`src/sv/rna_pkg.sv`:
```
// rna_pkg: shared types and constants for the radix number-to-ascii converter
`timescale 1ns / 1ps
`default_nettype none

package rna_pkg;

  localparam int NUM_W    = 64;
  localparam int BASE_W   = 6;
  localparam int WIDTH_W  = 7;
  localparam int CODE_W   = 7;
  localparam int POS_W    = 6;
  localparam int STATUS_W = 2;
  localparam int COUNT_W  = 7;

  // divider retires two quotient bits per cycle
  localparam int DIV_STEPS = NUM_W / 2;
  localparam int STEP_W    = $clog2(DIV_STEPS);

  localparam logic [BASE_W-1:0] BASE_MIN = 6'd2;
  localparam logic [BASE_W-1:0] BASE_MAX = 6'd36;
  localparam logic [CODE_W-1:0] ASCII_DIGIT_OFS  = 7'd48;
  localparam logic [CODE_W-1:0] ASCII_LETTER_OFS = 7'd55;
  localparam logic [BASE_W-1:0] DECIMAL_LIMIT    = 6'd10;

  typedef enum logic [STATUS_W-1:0] {
    ST_OK         = 2'd0,
    ST_BAD_BASE   = 2'd1,
    ST_TOO_NARROW = 2'd2
  } status_t;

  typedef enum logic [2:0] {
    S_IDLE,
    S_CHECK,
    S_COUNT,
    S_COUNT_CHK,
    S_EMIT,
    S_EMIT_OUT,
    S_ERR_BASE,
    S_ERR_NARROW
  } ctrl_state_t;

  typedef enum logic [1:0] {
    PUSH_DIGIT,
    PUSH_BAD_BASE,
    PUSH_NARROW
  } push_kind_t;

  typedef struct packed {
    logic       load;
    logic       div_start;
    logic       div_step;
    logic       cnt_inc;
    logic       emit_init;
    logic       pos_dec;
    logic       push;
    push_kind_t push_kind;
  } dp_cmd_t;

  typedef struct packed {
    logic base_bad;
    logic step_last;
    logic quot_zero;
    logic too_narrow;
    logic out_free;
  } dp_sts_t;

endpackage

`default_nettype wire

```
`src/sv/rna_in_if.sv`:
```
// rna_in_if: input channel carrying the number, base and field width
`timescale 1ns / 1ps
`default_nettype none

interface rna_in_if;
  logic        valid;
  logic        ready;
  logic [63:0] number;
  logic [5:0]  base;
  logic [6:0]  width;

  modport source (output valid, output number, output base, output width, input ready);
  modport sink   (input valid, input number, input base, input width, output ready);
endinterface

`default_nettype wire

```
`src/sv/rna_out_if.sv`:
```
// rna_out_if: result channel carrying one digit character per transfer
`timescale 1ns / 1ps
`default_nettype none

interface rna_out_if;
  logic       valid;
  logic       ready;
  logic [6:0] char_code;
  logic [5:0] position;
  logic       last;
  logic [1:0] status;
  logic [6:0] digit_count;

  modport source (output valid, output char_code, output position, output last,
                  output status, output digit_count, input ready);
  modport sink   (input valid, input char_code, input position, input last,
                  input status, input digit_count, output ready);
endinterface

`default_nettype wire

```
`src/sv/rna_datapath.sv`:
```
// rna_datapath: operand registers, shared radix-4 divider, counters and result register
`timescale 1ns / 1ps
`default_nettype none

module rna_datapath #(
  parameter int MAX_WIDTH = 64
) (
  input  wire logic                      clk,
  input  wire logic                      rst_n,
  input  wire rna_pkg::dp_cmd_t          cmd,
  output      rna_pkg::dp_sts_t          sts,
  input  wire logic [rna_pkg::NUM_W-1:0]   in_number,
  input  wire logic [rna_pkg::BASE_W-1:0]  in_base,
  input  wire logic [rna_pkg::WIDTH_W-1:0] in_width,
  output      logic                        out_valid,
  input  wire logic                        out_ready,
  output      logic [rna_pkg::CODE_W-1:0]   out_char_code,
  output      logic [rna_pkg::POS_W-1:0]    out_position,
  output      logic                         out_last,
  output      logic [rna_pkg::STATUS_W-1:0] out_status,
  output      logic [rna_pkg::COUNT_W-1:0]  out_digit_count
);
  import rna_pkg::*;

  localparam logic [WIDTH_W-1:0] MAX_W = WIDTH_W'(MAX_WIDTH);

  logic [NUM_W-1:0]   num_r, dvd_r, dvd_nxt;
  logic [BASE_W-1:0]  base_r, rem_r, rem_nxt;
  logic [WIDTH_W-1:0] wid_r, wid_clamped;
  logic [STEP_W-1:0]  step_r;
  logic [COUNT_W-1:0] cnt_r;
  logic [POS_W-1:0]   pos_r;

  logic                out_valid_r;
  logic [CODE_W-1:0]   out_code_r, code_nxt;
  logic [POS_W-1:0]    out_pos_r;
  logic                out_last_r;
  logic [STATUS_W-1:0] out_status_r;
  logic [COUNT_W-1:0]  out_count_r;

  // two restoring steps per cycle; remainder stays below the base
  logic [BASE_W:0] div_b, r1, r1s, r2, r2s;
  logic            q1, q2;

  always_comb begin
    div_b   = {1'b0, base_r};
    r1      = {rem_r, dvd_r[NUM_W-1]};
    q1      = (r1 >= div_b);
    r1s     = q1 ? (r1 - div_b) : r1;
    r2      = {r1s[BASE_W-1:0], dvd_r[NUM_W-2]};
    q2      = (r2 >= div_b);
    r2s     = q2 ? (r2 - div_b) : r2;
    dvd_nxt = {dvd_r[NUM_W-3:0], q1, q2};
    rem_nxt = r2s[BASE_W-1:0];
  end

  assign wid_clamped = (in_width > MAX_W) ? MAX_W : in_width;

  // digit value to ascii
  assign code_nxt = (rem_r < DECIMAL_LIMIT) ? (CODE_W'(rem_r) + ASCII_DIGIT_OFS)
                                            : (CODE_W'(rem_r) + ASCII_LETTER_OFS);

  always_ff @(posedge clk) begin
    if (cmd.load) begin
      num_r  <= in_number;
      base_r <= in_base;
      wid_r  <= wid_clamped;
      dvd_r  <= in_number;
      cnt_r  <= '0;
    end else begin
      if (cmd.emit_init) begin
        dvd_r <= num_r;
        pos_r <= POS_W'(wid_r - WIDTH_W'(1));
      end else if (cmd.div_step) begin
        dvd_r <= dvd_nxt;
      end
      if (cmd.cnt_inc) cnt_r <= cnt_r + COUNT_W'(1);
      if (cmd.pos_dec) pos_r <= pos_r - POS_W'(1);
    end

    if (cmd.div_start || cmd.emit_init) begin
      rem_r  <= '0;
      step_r <= '0;
    end else if (cmd.div_step) begin
      rem_r  <= rem_nxt;
      step_r <= step_r + STEP_W'(1);
    end
  end

  // result register
  always_ff @(posedge clk) begin
    if (!rst_n) begin
      out_valid_r <= 1'b0;
    end else if (cmd.push) begin
      out_valid_r <= 1'b1;
    end else if (out_ready) begin
      out_valid_r <= 1'b0;
    end
  end

  always_ff @(posedge clk) begin
    if (cmd.push) begin
      case (cmd.push_kind)
        PUSH_DIGIT: begin
          out_code_r   <= code_nxt;
          out_pos_r    <= pos_r;
          out_last_r   <= (dvd_r == '0);
          out_status_r <= ST_OK;
          out_count_r  <= (dvd_r == '0) ? cnt_r : '0;
        end
        PUSH_BAD_BASE: begin
          out_code_r   <= '0;
          out_pos_r    <= '0;
          out_last_r   <= 1'b1;
          out_status_r <= ST_BAD_BASE;
          out_count_r  <= '0;
        end
        PUSH_NARROW: begin
          out_code_r   <= '0;
          out_pos_r    <= '0;
          out_last_r   <= 1'b1;
          out_status_r <= ST_TOO_NARROW;
          out_count_r  <= cnt_r;
        end
        default: begin
          out_code_r   <= '0;
          out_pos_r    <= '0;
          out_last_r   <= 1'b1;
          out_status_r <= ST_BAD_BASE;
          out_count_r  <= '0;
        end
      endcase
    end
  end

  assign sts.base_bad   = (base_r < BASE_MIN) || (base_r > BASE_MAX);
  assign sts.step_last  = (step_r == STEP_W'(DIV_STEPS - 1));
  assign sts.quot_zero  = (dvd_r == '0);
  assign sts.too_narrow = (cnt_r > wid_r);
  assign sts.out_free   = !out_valid_r || out_ready;

  assign out_valid       = out_valid_r;
  assign out_char_code   = out_code_r;
  assign out_position    = out_pos_r;
  assign out_last        = out_last_r;
  assign out_status      = out_status_r;
  assign out_digit_count = out_count_r;

  // a result is only loaded into a free slot
  a_push_free: assert property (@(posedge clk) disable iff (!rst_n)
    cmd.push |-> sts.out_free)
    else $error("result pushed over an untaken result");

  // remainder stays below the base once a division has started
  a_rem_below_base: assert property (@(posedge clk) disable iff (!rst_n)
    cmd.div_step |=> (rem_r < base_r))
    else $error("divider remainder not below base");

endmodule

`default_nettype wire

```
`src/sv/rna_ctrl.sv`:
```
// rna_ctrl: sequencer for base check, digit count pass and digit emit pass
`timescale 1ns / 1ps
`default_nettype none

module rna_ctrl (
  input  wire logic             clk,
  input  wire logic             rst_n,
  input  wire logic             in_valid,
  output      logic             in_ready,
  output      rna_pkg::dp_cmd_t cmd,
  input  wire rna_pkg::dp_sts_t sts
);
  import rna_pkg::*;

  ctrl_state_t state_r, state_nxt;

  always_ff @(posedge clk) begin
    if (!rst_n) begin
      state_r <= S_IDLE;
    end else begin
      state_r <= state_nxt;
    end
  end

  always_comb begin
    state_nxt     = state_r;
    cmd           = '0;
    cmd.push_kind = PUSH_DIGIT;
    in_ready      = 1'b0;
    case (state_r)
      S_IDLE: begin
        in_ready = 1'b1;
        if (in_valid) begin
          cmd.load  = 1'b1;
          state_nxt = S_CHECK;
        end
      end
      S_CHECK: begin
        if (sts.base_bad) begin
          state_nxt = S_ERR_BASE;
        end else begin
          cmd.div_start = 1'b1;
          state_nxt     = S_COUNT;
        end
      end
      S_COUNT: begin
        cmd.div_step = 1'b1;
        if (sts.step_last) begin
          cmd.cnt_inc = 1'b1;
          state_nxt   = S_COUNT_CHK;
        end
      end
      S_COUNT_CHK: begin
        if (!sts.quot_zero) begin
          cmd.div_start = 1'b1;
          state_nxt     = S_COUNT;
        end else if (sts.too_narrow) begin
          state_nxt = S_ERR_NARROW;
        end else begin
          cmd.emit_init = 1'b1;
          state_nxt     = S_EMIT;
        end
      end
      S_EMIT: begin
        cmd.div_step = 1'b1;
        if (sts.step_last) state_nxt = S_EMIT_OUT;
      end
      S_EMIT_OUT: begin
        if (sts.out_free) begin
          cmd.push      = 1'b1;
          cmd.push_kind = PUSH_DIGIT;
          if (sts.quot_zero) begin
            state_nxt = S_IDLE;
          end else begin
            cmd.pos_dec   = 1'b1;
            cmd.div_start = 1'b1;
            state_nxt     = S_EMIT;
          end
        end
      end
      S_ERR_BASE: begin
        if (sts.out_free) begin
          cmd.push      = 1'b1;
          cmd.push_kind = PUSH_BAD_BASE;
          state_nxt     = S_IDLE;
        end
      end
      S_ERR_NARROW: begin
        if (sts.out_free) begin
          cmd.push      = 1'b1;
          cmd.push_kind = PUSH_NARROW;
          state_nxt     = S_IDLE;
        end
      end
      default: begin
        state_nxt = S_IDLE;
      end
    endcase
  end

  // divider commands never overlap a fresh load
  a_load_alone: assert property (@(posedge clk) disable iff (!rst_n)
    cmd.load |-> !(cmd.div_step || cmd.div_start || cmd.push))
    else $error("load issued together with divider or push command");

  // the emit pass only starts on a finished count
  a_emit_after_count: assert property (@(posedge clk) disable iff (!rst_n)
    cmd.emit_init |-> (sts.quot_zero && !sts.too_narrow))
    else $error("emit pass started before count pass finished");

endmodule

`default_nettype wire

```
`src/sv/radix_number_to_ascii.sv`:
```
// radix_number_to_ascii: top level joining the sequencer and the divider datapath
// sequence: a bad base gives an error result straight from the check state; otherwise each
//   digit takes one full divider pass in the counting pass and one in the emit pass, and
//   each digit result waits in the emit-output state until the output register is free
// throughput: one item at a time, set by the shared divider (two quotient bits a cycle)
// reset: synchronous active-low rst_n clears the sequencer and the output valid flag
`timescale 1ns / 1ps
`default_nettype none

module radix_number_to_ascii #(
  parameter int MAX_WIDTH = 64
) (
  input wire logic clk,
  input wire logic rst_n,
  rna_in_if.sink   in_chan,
  rna_out_if.source out_chan
);
  import rna_pkg::*;

  // command and status bundles between sequencer and datapath
  // a new item is taken as soon as the last result sits in the output register
  dp_cmd_t cmd;
  dp_sts_t sts;

  // sequencer: owns the input handshake, steps through count and emit passes
  rna_ctrl u_ctrl (
    .clk      (clk),
    .rst_n    (rst_n),
    .in_valid (in_chan.valid),
    .in_ready (in_chan.ready),
    .cmd      (cmd),
    .sts      (sts)
  );

  // datapath: operands, divider, digit counter and result register
  rna_datapath #(
    .MAX_WIDTH (MAX_WIDTH)
  ) u_dp (
    .clk             (clk),
    .rst_n           (rst_n),
    .cmd             (cmd),
    .sts             (sts),
    .in_number       (in_chan.number),
    .in_base         (in_chan.base),
    .in_width        (in_chan.width),
    .out_valid       (out_chan.valid),
    .out_ready       (out_chan.ready),
    .out_char_code   (out_chan.char_code),
    .out_position    (out_chan.position),
    .out_last        (out_chan.last),
    .out_status      (out_chan.status),
    .out_digit_count (out_chan.digit_count)
  );

  // an error transfer is always the only result of its item
  a_err_is_last: assert property (@(posedge clk) disable iff (!rst_n)
    (out_chan.valid && out_chan.ready && (out_chan.status != ST_OK)) |-> out_chan.last)
    else $error("error result without last marker");

  // a good transfer carries a digit or upper-case letter
  a_char_range: assert property (@(posedge clk) disable iff (!rst_n)
    (out_chan.valid && out_chan.ready && (out_chan.status == ST_OK)) |->
      ((out_chan.char_code >= 7'd48 && out_chan.char_code <= 7'd57) ||
       (out_chan.char_code >= 7'd65 && out_chan.char_code <= 7'd90)))
    else $error("digit character out of range");

  // last good transfer reports a non-zero digit count
  a_count_on_last: assert property (@(posedge clk) disable iff (!rst_n)
    (out_chan.valid && out_chan.ready && out_chan.last && (out_chan.status == ST_OK))
      |-> (out_chan.digit_count != '0))
    else $error("missing digit count on last result");

  // one item in flight: no input transfer straight after another
  a_one_item: assert property (@(posedge clk) disable iff (!rst_n)
    (in_chan.valid && in_chan.ready) |=> !in_chan.ready)
    else $error("input taken while an item is in progress");

endmodule

`default_nettype wire
```
`src/flat_wrapper.sv`:
```
// flat-port wrapper written by rule: the top's interface ports become plain ports
module radix_number_to_ascii_flat import rna_pkg::*;
#(
  parameter int MAX_WIDTH = 64
)
  (clk, rst_n, in_chan_valid, in_chan_number, in_chan_base, in_chan_width, in_chan_ready, out_chan_valid, out_chan_char_code, out_chan_position, out_chan_last, out_chan_status, out_chan_digit_count, out_chan_ready);
  rna_in_if in_chan_i ();
  rna_out_if out_chan_i ();
  input wire logic clk;
  input wire logic rst_n;
  input wire logic [$bits(in_chan_i.valid)-1:0] in_chan_valid;
  input wire logic [$bits(in_chan_i.number)-1:0] in_chan_number;
  input wire logic [$bits(in_chan_i.base)-1:0] in_chan_base;
  input wire logic [$bits(in_chan_i.width)-1:0] in_chan_width;
  output wire logic [$bits(in_chan_i.ready)-1:0] in_chan_ready;
  output wire logic [$bits(out_chan_i.valid)-1:0] out_chan_valid;
  output wire logic [$bits(out_chan_i.char_code)-1:0] out_chan_char_code;
  output wire logic [$bits(out_chan_i.position)-1:0] out_chan_position;
  output wire logic [$bits(out_chan_i.last)-1:0] out_chan_last;
  output wire logic [$bits(out_chan_i.status)-1:0] out_chan_status;
  output wire logic [$bits(out_chan_i.digit_count)-1:0] out_chan_digit_count;
  input wire logic [$bits(out_chan_i.ready)-1:0] out_chan_ready;
  assign in_chan_i.valid = in_chan_valid;
  assign in_chan_i.number = in_chan_number;
  assign in_chan_i.base = in_chan_base;
  assign in_chan_i.width = in_chan_width;
  assign in_chan_ready = in_chan_i.ready;
  assign out_chan_valid = out_chan_i.valid;
  assign out_chan_char_code = out_chan_i.char_code;
  assign out_chan_position = out_chan_i.position;
  assign out_chan_last = out_chan_i.last;
  assign out_chan_status = out_chan_i.status;
  assign out_chan_digit_count = out_chan_i.digit_count;
  assign out_chan_i.ready = out_chan_ready;
  radix_number_to_ascii #(.MAX_WIDTH(MAX_WIDTH)) u_core (.clk(clk), .rst_n(rst_n), .in_chan(in_chan_i), .out_chan(out_chan_i));
endmodule
```
`config.mk`:
```
export PLATFORM = sky130hd
export DESIGN_NAME = radix_number_to_ascii_flat
export DESIGN_NICKNAME = d
export VERILOG_FILES = /design/src/sv/rna_pkg.sv /design/src/sv/rna_in_if.sv /design/src/sv/rna_out_if.sv /design/src/sv/rna_datapath.sv /design/src/sv/rna_ctrl.sv /design/src/sv/radix_number_to_ascii.sv /design/src/flat_wrapper.sv
export SDC_FILE = /design/constraint.sdc
export NUM_CORES = 1
export LEC_CHECK = 0
export BUFFER_PORTS_ARGS = -buffer_cell sky130_fd_sc_hd__clkbuf_2
export CORE_MARGIN = 3
export CORE_UTILIZATION = 40
export CTS_CLUSTER_DIAMETER = 120
export DETAILED_ROUTE_END_ITERATION = 7
export SYNTH_ARGS = -nofsm -noshare
export SYNTH_HDL_FRONTEND = slang
export SYNTH_SLANG_ARGS = --single-unit
```
`constraint.sdc`:
```
create_clock -name clk -period 3.8 [get_ports clk]
set_input_delay 0.38 -clock clk [delete_from_list [all_inputs] [get_ports clk]]
set_output_delay 0.38 -clock clk [all_outputs]
set_load 0.05 [all_outputs]
```
==> results.ini <==
[die]
die_area_mm2=0.0235
fp.dieH_um=153
die_w_um=153
start_util_pct=41.0
core-area_mm2=0.0212
num_rows=53
io-pin-count=106

[critical_path]
crit_type=flip-flop to flip-flop
r2r_start=u_core.u_dp.base_r[3]
cp_data_arrival_time_ps=3940
cp-end-kind=flip-flop
start_kind=flip-flop
cp-startpoint=u_core.u_dp.base_r[3]
cp_max_fo=6
required_ps=4120

[sta]
period_needed_ps=3630
maxSlewHeadroom_pct=27.7
worst_slack_ps=173
timing.fmax_mhz=276
fin_crit_sh_pct=95.4
finalSetupTns_ps=0
rsz0062_at_grt=no
tightest_slew_ps=1080
drv_slew=0
hold_viol=0
skew_ps=16.4
setup-violations-final=0

[yosys]
synth_seq_cells=192
async_reset_ff_share_pct=0
syn_area_mm2=0.00869
synth-seq-area-share_pct=63.8
yosysTopAreaCellShare_pct=58.7
yosysUniqueCellTypes=56
yosys-top-cells-area=edfxtp_1 59%, dfxtp_1 5.1%, a21oi_1 4.7%, nand2_1 4.0%, ha_1 3.7%
synth_flop_cell=edfxtp_1
synth_nets=845
synth_edf_count=170
netlist_instances=736
avgSynthCellArea_um2=11.8
yosysWarnings=0
synth_top_cell_by_area=edfxtp_1

[clock_tree]
clock-sinks=192
clockBufferDepth=2
ctsHoldBuffers=0
tritoncts.num_buffers=17
htreeDepth=4
cts_setup_buffers=0
cts_tree=yes
cts_root_buf=clkbuf_16
insertion_delay_ps=430
clk_pin_slew_ps=70

[cells_and_area]
diodes=0
layout-drive-gt1-share_pct=21.4
syn_to_final_growth_pct=17.9
stdcell_count=1134
fillCellCount=1925
layout_commonest_cell=edfxtp_1
layout.nets=955
final_area_mm2=0.0102
final_util_pct=48.3
final_cell_mix=170 x edfxtp_1, 105 x clkbuf_2, 91 x nand2_1

[route]
wl_per_cell_um=15.5
via_count=5784
drt-pass1-iter-count=4
drcViolationCount=0
wirelength_um=17600
antenna_left=0
vias_per_cell=5.10
drt_iter0_markers=336

[pwr]
p_clk_share_pct=22.5
p_sw_uw=2630
comb_power_share_pct=33.2
peakVddDrop_mv=0.353
swShare_pct=34.2
internal-power_uw=5070
leakagePower_uw=0.00380
power_density_mw_per_mm2=751
seqPwrFrac_pct=44.3

[min_path]
min-delay-start=in_chan_base[0]
min_path_type=input pin to flip-flop

[placed_design]
place_hpwl_um=12100
dp_cells=1102
dp_slack_ps=8.12
place_area_mm2=0.00960
gp_congestion=0.861
port_buffers=105

[global_route]
antenna_found_initial=0
grt_pass1_vias=5568
grt_overflow_total=0
grt_start_max_net_pins=72
grt_use_total_pct=15.0
grt_pass1_wl_um=28700

[status]
status=complete, no violations

[flow_run]
maxCapViolCount=0

## metal layers
layer / global-route usage (%) / part of all wire, % / routed length [um]
met1: 21.5 / 49 / 8710
met4: 3.78 / 0.82 / 145
met5: 0 / 0 / 0
met2: 23.2 / 46 / 8040
met3: 3.45 / 4.0 / 705
## area by class of cell
cell class,instances,area [um^2],area share [%]
tap,275,344,3.36
timing repair buffer,124,706,6.89
clock buffer,19,433,4.23
multi-input combinational,483,2980,29.1
sequential,192,5550,54.1
clock inverter,13,129,1.26
inverter,28,105,1.03
## worst max-delay path: stages (launching register included)
cell and delay, ps:
edfxtp_1 360, inv_1 210, ha_4 210, nor3_1 60, or3_4 380, a21o_1 180, nand2_2 110, mux2_2 380
ha_4 180, a2111oi_2 330, o21bai_1 120, a21o_1 210, a211oi_2 280, mux2_4 320, o21ba_2 200
## kinds of logic after synthesis
kind of cell    synth area share [%]
buf+inv                         3.07
xor+xnor                        2.42
simple gates                    12.6
fa+ha+maj                       4.20
mux                             1.67
flops                           63.8
compound gates                  12.2
## worst paths after layout
check | endpoint | slack, ps | cells past startpoint
worst max-delay path | u_core.u_dp.rem_r[0] | 170 | 14
worst min register to register | u_core.u_dp.step_r[4] | 470 | 2
worst max register to register | u_core.u_dp.rem_r[0] | 170 | 14
worst min-delay path | u_core.u_dp.base_r[0] | 130 | 1
## synthesized netlist by cell type (5+ instances only)
library cell,count
nand2_1,92
xor2_1,12
mux2i_1,10
nor4_1,18
a211oi_1,7
nand4_1,8
or2_2,5
ha_1,26
or3_1,6
nor3_1,9
edfxtp_1,170
inv_1,28
dfxtp_1,22
xnor2_1,12
nor2b_1,15
and2_1,8
nor2_1,38
o21ai_1,41
clkbuf_1,24
a21oi_1,81
nand3_1,12
o21ai_0,33
## power by group through the flow
stage | clock, uW | combinational [uW] | sequential, uW
detailed placement | 0 | 2450 | 3450
CTS | 1780 | 2460 | 3410
global placement | 0 | 2430 | 3440
global route | 1870 | 2890 | 3470
floorplan | 0 | 1740 | 3380
finish | 1730 | 2560 | 3410
## sequential cells by signal, summed over array words and instances (netlist names), 5 cells and up
name,cells
u_core.u_dp.out_char_code,7
u_core.u_dp.dvd_r,64
u_core.u_dp.num_r,64
u_core.u_dp.step_r,5
u_core.u_dp.out_digit_count,7
u_core.u_dp.pos_r,6
u_core.u_dp.cnt_r,7
u_core.u_dp.out_position,6
u_core.u_dp.rem_r,6
u_core.u_dp.wid_r,7
u_core.u_dp.base_r,6
## repair_timing
item | in CTS | in global routing
setup endpoints to repair | 1 | 7
gates cloned | 0 | 0
resized for setup | 1 | 14
pin swaps | 0 | 1
## stage by stage
| step | total power (uW) | hold WS [ps] |
|---|---|---|
| 3_3_place_gp | 5870 | 448 |
| 3_5_place_dp | 5900 | 455 |
| 5_1_grt | 8220 | 112 |
| 4_1_cts | 7650 | 112 |
| 6_report | 7700 | 133 |
| 2_1_floorplan | 5120 | 441 |
Power figures use the tool's default switching activity.
